`config.mk`:
```
export PLATFORM = sky130hd
export DESIGN_NAME = ccol_rotate
export DESIGN_NICKNAME = d
export VERILOG_FILES = /design/src/sv/ccol_pkg.sv /design/src/sv/ccol_rotate.sv
export SDC_FILE = /design/constraint.sdc
export NUM_CORES = 2
export LEC_CHECK = 0
export BUFFER_PORTS_ARGS = -buffer_cell sky130_fd_sc_hd__clkbuf_2
export CORE_MARGIN = 1.5
export CORE_UTILIZATION = 65
export CTS_CLUSTER_SIZE = 30
export DETAILED_ROUTE_END_ITERATION = 12
export PLACE_DENSITY = 0.92
export SETUP_SLACK_MARGIN = 0.1
export SLEW_MARGIN = 0
export SYNTH_ARGS = -nofsm -noshare
export SYNTH_HDL_FRONTEND = slang
export SYNTH_SLANG_ARGS = --single-unit
```
`constraint.sdc`:
```
create_clock -name clk -period 16.9 [get_ports clk]
set_clock_uncertainty 0.1 [all_clocks]
set_input_delay 1.69 -clock clk [delete_from_list [all_inputs] [get_ports clk]]
set_output_delay 1.69 -clock clk [all_outputs]
set_load 0.01 [all_outputs]
```
`src/sv/ccol_pkg.sv`:
```
// ============================================================================
// ccol_pkg
// Shared widths, selector codes and stage payload types for the circle
// collision test pipeline.
// ============================================================================
package ccol_pkg;

	// Coordinate width; radii and half extents are one bit narrower.
	localparam int COORD_BITS = 16;
	localparam int RAD_BITS   = COORD_BITS - 1;
	// Rotation terms are Q1.14.
	localparam int TRIG_BITS  = 16;
	localparam int TRIG_FRAC  = 14;
	localparam int ROUND_HALF = 1 << (TRIG_FRAC - 1);

	// Offset between centers, one bit wider than a coordinate.
	localparam int DIFF_BITS  = COORD_BITS + 1;
	// One rotation product and the sum of two of them.
	localparam int PROD_BITS  = DIFF_BITS + TRIG_BITS;
	localparam int SUM_BITS   = PROD_BITS + 1;
	// Rotated coordinate after rounding back to Q.4.
	localparam int ROT_BITS   = SUM_BITS - TRIG_FRAC;
	// Excess distance outside the clamp box.
	localparam int EXC_BITS   = ROT_BITS + 1;
	localparam int SQ_BITS    = 2 * EXC_BITS;
	localparam int DIST_BITS  = SQ_BITS + 1;
	// Radius sum and its square.
	localparam int RSUM_BITS  = COORD_BITS;
	localparam int RSQ_BITS   = 2 * RSUM_BITS;

	// Test selector codes.
	localparam logic [1:0] FUNC_RECT   = 2'd0;
	localparam logic [1:0] FUNC_CIRCLE = 2'd1;
	localparam logic [1:0] FUNC_POINT  = 2'd2;

	// Item handed from the rotation half to the distance half.
	typedef struct packed {
		logic [1:0]                  func;
		logic signed [DIFF_BITS-1:0] dx;
		logic signed [DIFF_BITS-1:0] dy;
		logic signed [ROT_BITS-1:0]  u;
		logic signed [ROT_BITS-1:0]  v;
		logic [RSUM_BITS-1:0]        radius;
		logic [RAD_BITS-1:0]         half_width;
		logic [RAD_BITS-1:0]         half_height;
	} rot_item_t;

endpackage

```
`src/sv/ccol_rotate.sv`:
```
// ============================================================================
// ccol_rotate
// Three pipeline stages: center offset and radius sum, the four rotation
// products, then rounding of the rotated offset back to Q.4.
// ============================================================================
module ccol_rotate import ccol_pkg::*; (
	input  logic                         clk,
	input  logic                         arst_n,
	input  logic                         req_valid,
	output logic                         req_stall,
	input  logic [1:0]                   func,
	input  logic signed [COORD_BITS-1:0] circle_x,
	input  logic signed [COORD_BITS-1:0] circle_y,
	input  logic [RAD_BITS-1:0]          circle_radius,
	input  logic signed [COORD_BITS-1:0] other_x,
	input  logic signed [COORD_BITS-1:0] other_y,
	input  logic [RAD_BITS-1:0]          other_radius,
	input  logic [RAD_BITS-1:0]          half_width,
	input  logic [RAD_BITS-1:0]          half_height,
	input  logic signed [TRIG_BITS-1:0]  rect_cos,
	input  logic signed [TRIG_BITS-1:0]  rect_sin,
	output logic                         rot_valid,
	input  logic                         rot_stall,
	output rot_item_t                    rot_item
);

	logic move_s1, move_s2, move_s3;
	logic valid_s1, valid_s2, valid_s3;

	logic [1:0]                  func_s1, func_s2, func_s3;
	logic signed [DIFF_BITS-1:0] dx_s1, dy_s1, dx_s2, dy_s2, dx_s3, dy_s3;
	logic [RSUM_BITS-1:0]        radius_s1, radius_s2, radius_s3;
	logic [RAD_BITS-1:0]         hw_s1, hh_s1, hw_s2, hh_s2, hw_s3, hh_s3;
	logic signed [TRIG_BITS-1:0] cos_s1, sin_s1;
	logic signed [PROD_BITS-1:0] pxc_s2, pys_s2, pyc_s2, pxs_s2;
	logic signed [ROT_BITS-1:0]  u_s3, v_s3;

	logic [RSUM_BITS-1:0]        radius_sum;
	logic signed [SUM_BITS-1:0]  u_sum, v_sum;

	// A stage takes a new item when it is empty or its item moves on.
	assign move_s3   = !valid_s3 || !rot_stall;
	assign move_s2   = !valid_s2 || move_s3;
	assign move_s1   = !valid_s1 || move_s2;
	assign req_stall = !move_s1;

	always_ff @(posedge clk or negedge arst_n) begin
		if (!arst_n) begin
			valid_s1 <= 1'b0;
			valid_s2 <= 1'b0;
			valid_s3 <= 1'b0;
		end else begin
			if (move_s1) valid_s1 <= req_valid;
			if (move_s2) valid_s2 <= valid_s1;
			if (move_s3) valid_s3 <= valid_s2;
		end
	end

	// The second radius only counts in the circle against circle test.
	always_comb begin
		radius_sum = RSUM_BITS'(circle_radius);
		if (func == FUNC_CIRCLE) begin
			radius_sum = RSUM_BITS'(circle_radius) + RSUM_BITS'(other_radius);
		end
	end

	// Stage 1: offset of the circle center from the other center.
	always_ff @(posedge clk) begin
		if (move_s1) begin
			func_s1   <= func;
			dx_s1     <= DIFF_BITS'(circle_x) - DIFF_BITS'(other_x);
			dy_s1     <= DIFF_BITS'(circle_y) - DIFF_BITS'(other_y);
			radius_s1 <= radius_sum;
			hw_s1     <= half_width;
			hh_s1     <= half_height;
			cos_s1    <= rect_cos;
			sin_s1    <= rect_sin;
		end
	end

	// Stage 2: the four products of the rotation by the negated angle.
	always_ff @(posedge clk) begin
		if (move_s2) begin
			func_s2   <= func_s1;
			dx_s2     <= dx_s1;
			dy_s2     <= dy_s1;
			radius_s2 <= radius_s1;
			hw_s2     <= hw_s1;
			hh_s2     <= hh_s1;
			pxc_s2    <= PROD_BITS'(dx_s1 * cos_s1);
			pys_s2    <= PROD_BITS'(dy_s1 * sin_s1);
			pyc_s2    <= PROD_BITS'(dy_s1 * cos_s1);
			pxs_s2    <= PROD_BITS'(dx_s1 * sin_s1);
		end
	end

	// Rounding adds one half and floors; ties go toward plus infinity.
	assign u_sum = SUM_BITS'(pxc_s2) + SUM_BITS'(pys_s2) + SUM_BITS'(ROUND_HALF);
	assign v_sum = SUM_BITS'(pyc_s2) - SUM_BITS'(pxs_s2) + SUM_BITS'(ROUND_HALF);

	// Stage 3: rotated offset in rectangle coordinates.
	always_ff @(posedge clk) begin
		if (move_s3) begin
			func_s3   <= func_s2;
			dx_s3     <= dx_s2;
			dy_s3     <= dy_s2;
			radius_s3 <= radius_s2;
			hw_s3     <= hw_s2;
			hh_s3     <= hh_s2;
			u_s3      <= u_sum[SUM_BITS-1:TRIG_FRAC];
			v_s3      <= v_sum[SUM_BITS-1:TRIG_FRAC];
		end
	end

	assign rot_valid            = valid_s3;
	assign rot_item.func        = func_s3;
	assign rot_item.dx          = dx_s3;
	assign rot_item.dy          = dy_s3;
	assign rot_item.u           = u_s3;
	assign rot_item.v           = v_s3;
	assign rot_item.radius      = radius_s3;
	assign rot_item.half_width  = hw_s3;
	assign rot_item.half_height = hh_s3;

endmodule

```
# Word-level counts from Yosys, hierarchy flattened
# Cells that the tools add are included.
# totals
reg_bits	453
in_bits	162
out_inout_bits	124
# op_classes
addsub	7
mul	4
n_eq_ne	1
n_mux	1
n_reduce_logical	8
# op_table
op	count
$mul 17x16->33	4
$add 34x15->34 const B	2
$add 33x33->34	1
$sub 16x16->17	2
$sub 33x33->34	1
$add 15x15->16	1
$mux 15	1
$logic_not 1->1	5
$logic_or 1x1->1	3
$eq 2x1->1 const B	1

# Depth between registers and ports, before layout
# depth
depth_word	5
ltp_mapped	25

# Least setup slack after synthesis
# No wires, ideal clock.
# synth_timing
kind	input-to-reg
from	input rot_stall
to	register dx_s2[0], enable pin
setup_time_ns	2.232
arrival_time_ns	6.440
required_ns	14.568
path_slack_ns	8.129
stages	1
path_buffers	0
path_cell_list	nand3_1
# synth_via
elab_chain_cells	3
# synth_rtl
element	line	rtl
start: declaration	ccol_rotate.sv:23	input logic rot_stall,
$logic_not 1->1	ccol_rotate.sv:42	assign move_s3 = !valid_s3 || !rot_stall;
$logic_or 1x1->1	ccol_rotate.sv:42	
$logic_or 1x1->1	ccol_rotate.sv:43	assign move_s2 = !valid_s2 || move_s3;
end signal: assignment	ccol_rotate.sv:85	dx_s2 <= dx_s1;
end: declaration	ccol_rotate.sv:31	logic signed [DIFF_BITS-1:0] dx_s1, dy_s1, dx_s2, dy_s2, dx_s3, dy_s3;
# Every way passes these cells.
# A chain may end at the register's enable or synchronous reset.

# Worst setup path in the final report
# layout_timing
from	register dx_s1[16]
to	register pxs_s2[31] (data pin)
# layout_via
elab_chain_cells	1
# layout_rtl
element	line	rtl
start: declaration	ccol_rotate.sv:31	
start signal: assignment	ccol_rotate.sv:71	dx_s1 <= DIFF_BITS'(circle_x) - DIFF_BITS'(other_x);
$mul 17x16->33	ccol_rotate.sv:93	pxs_s2 <= PROD_BITS'(dx_s1 * sin_s1);
end signal: assignment	ccol_rotate.sv:93	
end: declaration	ccol_rotate.sv:35	logic signed [PROD_BITS-1:0] pxc_s2, pys_s2, pyc_s2, pxs_s2;
# Every way passes these cells.

==> impl_metrics.csv <==
group,metric,value,unit
clock_network,cts_hold_buf,0,
clock_network,cts_buffers,52,
global_routing,busiest_layer,"met2",
clock_network,clock-sinks,453,
final_layout,area_delta_synth_final,7.40,%
timing,worstMarginPinSlew,1380,ps
clock_network,clk_pin_slew,70,ps
floorplan,die_width,307,µm
global_routing,grt_use_total,34.7,%
global_routing,met1_usage,40.8,%
timing,finalCritPeriodShare,46.5,%
clock_network,clk_latency,690,ps
final_layout,final_common_cell,"inv_1",
logic_synthesis,yosysSeqAreaShare,22.7,%
logic_synthesis,synth_top_area_share,37.0,%
job,drv_cap,0,
routing,drtAntennaViolNets,0,
floorplan,row_count,111,
logic_synthesis,yosys.area.top_type,"fa_1",
final_layout,nets,7723,
worst_setup_path,cp_cell_sequence,"nand2_1 -> inv_1 -> fa_1 -> fa_1 -> fa_1 -> fa_1 -> fa_1 -> inv_1 -> fa_1 -> inv_1 -> ha_1 -> a21oi_1 -> o21ai_0 -> a31oi_1 -> o21ai_0 -> a2111oi_0 -> o21bai_1 -> a21oi_1 -> xnor2_1",
worst_setup_path,path_class,"flop to flop",
logic_synthesis,ys_types,73,
floorplan,start_util,65.5,%
global_routing,gr-usage-met3,8.36,%
timing,grt_setup_unrepaired,"no",
logic_synthesis,netlist_top_cells_area,"fa_1, edfxtp_1, ha_1",
clock_network,cts_max_level,2,
worst_setup_path,path_buf_inv,3,
placed_design,dpl.hpwl,109000,µm
floorplan,core-area,91500,µm²
global_routing,grt_pass1_vias,49100,
floorplan,ios,286,
timing,relSlewSlack,8.17,%
logic_synthesis,synth_flop_cell,"edfxtp_1",
placed_design,port_buffers,285,
routing,vias,43500,
global_routing,grt_antenna_before_repair,9,
logic_synthesis,yosys_warnings,0,
worst_setup_path,max_stage_delay,1280,ps
routing,vias_per_cell,6.05,
routing,routed_wl,156000,µm
logic_synthesis,async_reset_ff_share,0.662,%
placed_design,placed_cells,7077,
logic_synthesis,syn_area,59900,µm²
timing,slew_violations,0,
routing,drt_iter0_drc,4448,
placed_design,gp_congestion,0.912,
worst_setup_path,crit_path_top_delay_cell,"edfxtp_1",
global_routing,globalRoute.totalOverflow,0,
global_routing,met2_usage,56.0,%
floorplan,die_h,307,µm
logic_synthesis,ys_ff_latch,453,
final_layout,final-instance-count-excl-fill,7183,
routing,drc,0,
routing,first_pass_iters,7,
worst_setup_path,worstSetupStartpointType,"flop",
worst_setup_path,cp.arrival,8180,ps
final_layout,mostFrequentLayoutCells,"inv_1, fa_1, nand2_1, and2_1, ha_1",
clock_network,cts_setup_buffers,0,
logic_synthesis,synthCells,5735,
timing,setup-violations-final,0,
clock_network,cts_tree,"done",
final_layout,final_util,70.3,%
timing,fmax,0.127,GHz
clock_network,cts-resized-gates,0,
clock_network,clockBufferDepth,3,
worst_hold_path,hp-class,"flop to flop",
timing,period_minus_slack,7860,ps
worst_setup_path,crit_required,17220,ps
worst_setup_path,critical_path.top_delay_family,"adder cells",
logic_synthesis,mappedNetlistNets,7513,
routing,wl_per_cell,21.8,µm
final_layout,drive_gt1_share,7.65,%
clock_network,root_buffer,"clkbuf_16",
floorplan,dieArea,94000,µm²
logic_synthesis,synth_area_per_cell,10.4,µm²
timing,hold_viol_final,0,
logic_synthesis,synth_edf_count,450,
timing,fin_setup_tns,0,ps
worst_setup_path,critPathMaxFanout,33,
run_status,outcome,"complete, no violations",
global_routing,grt_max_degree,76,
worst_setup_path,end_kind,"flop",
worst_setup_path,worst_path_most_repeated_cell,"fa_1",
global_routing,grt_pass1_wl,253000,µm
==> cell families after synthesis <==
logic type,count (synthesis),share of synthesized area [%]
buf+inv,1507,9.44
mux,3,0.0543
fa+ha+maj,1616,47.6
xor+xnor,201,2.94
compound gates,465,5.06
flops,453,22.7
simple gates,1490,12.2
==> worst reg2reg max path, stage by stage (launching register included) <==
cell and delay [ps]:
edfxtp_1 1280, nand2_1 290, inv_1 230, fa_1 560, fa_1 940, fa_1 550, fa_1 520, fa_1 490
inv_1 50, fa_1 480, inv_1 50, ha_1 340, a21oi_1 200, o21ai_0 160, a31oi_1 270, o21ai_0 160
a2111oi_0 530, o21bai_1 160, a21oi_1 190, xnor2_1 80
==> final cells by class <==
cell class                      instances  area [µm²]
Inverter                             1307        4910
Fill cell                            5495       27200
Tap cell                             1186        1480
Timing Repair Buffer                  356        1960
Clock buffer                           64        1350
Sequential cell                       453       13600
Antenna cell                           10        25.0
Clock inverter                         32         353
Multi-Input combinational cell       3775       40700
==> state kept, by name, summed over array words and instances (netlist names), 17 cells and up <==
| register | cells |
|---|---|
| dx_s2 | 17 |
| dy_s2 | 17 |
| pxs_s2 | 33 |
| dx_s3 | 17 |
| pys_s2 | 33 |
| pyc_s2 | 33 |
| pxc_s2 | 33 |
| v_s3 | 20 |
| dy_s1 | 17 |
| dy_s3 | 17 |
| u_s3 | 20 |
| dx_s1 | 17 |
==> synthesized netlist by cell type (all sizes together) (5+ instances only) <==
master,count
inv,1305
fa,1107
nand2,596
and2,529
ha,509
edfxtp,450
clkbuf,198
nor2,179
xnor2,143
a21oi,134
o21ai,93
a21o,59
xor2,58
nand2b,37
nand3,36
nor3,34
o21a,33
nor2b,25
a211oi,24
o21bai,23
a31oi,13
a21boi,12
and3,12
or3,11
nand4,10
o31ai,10
o211ai,9
a211o,8
or2,7
a221oi,5
a311oi,5
and4,5
o22ai,5
==> worst paths after layout <==
path,from,end,slack [ps],cells after the start
worst max-delay path,dx_s1[16],pxs_s2[31],9040,19
worst max register to register,dx_s1[16],pxs_s2[31],9040,19
worst min register to register,dx_s2[3],dx_s3[3],300,0
min in group asynchronous,arst_n,rot_valid,700,1
max in group asynchronous,arst_n,valid_s2,15890,1
worst min-delay path,dx_s2[3],dx_s3[3],300,0
==> per-stage QoR <==
step / hold WS [ps] / setup WS, ps / instance area, µm²
6_report: 303 / 9040 / 64400
3_5_place_dp: 305 / 9240 / 62600
5_1_grt: 303 / 8700 / 64400
4_1_cts: 312 / 9200 / 64300
3_3_place_gp: 300 / 9540 / 62600
2_1_floorplan: 300 / 8130 / 59900
==> routing by layer <==
| layer | part of all wire, % | up-vias |
|---|---|---|
| li1 | - | 18000 |
| met1 | 33 | 21500 |
| met2 | 47 | 3026 |
| met3 | 11 | 975 |
| met4 | 8.7 | 2 |
| met5 | 0.0077 | - |
Power is left out: the tool's default activity adds up to more than one toggle a clock period on the data nets, which glitch-free logic cannot reach.
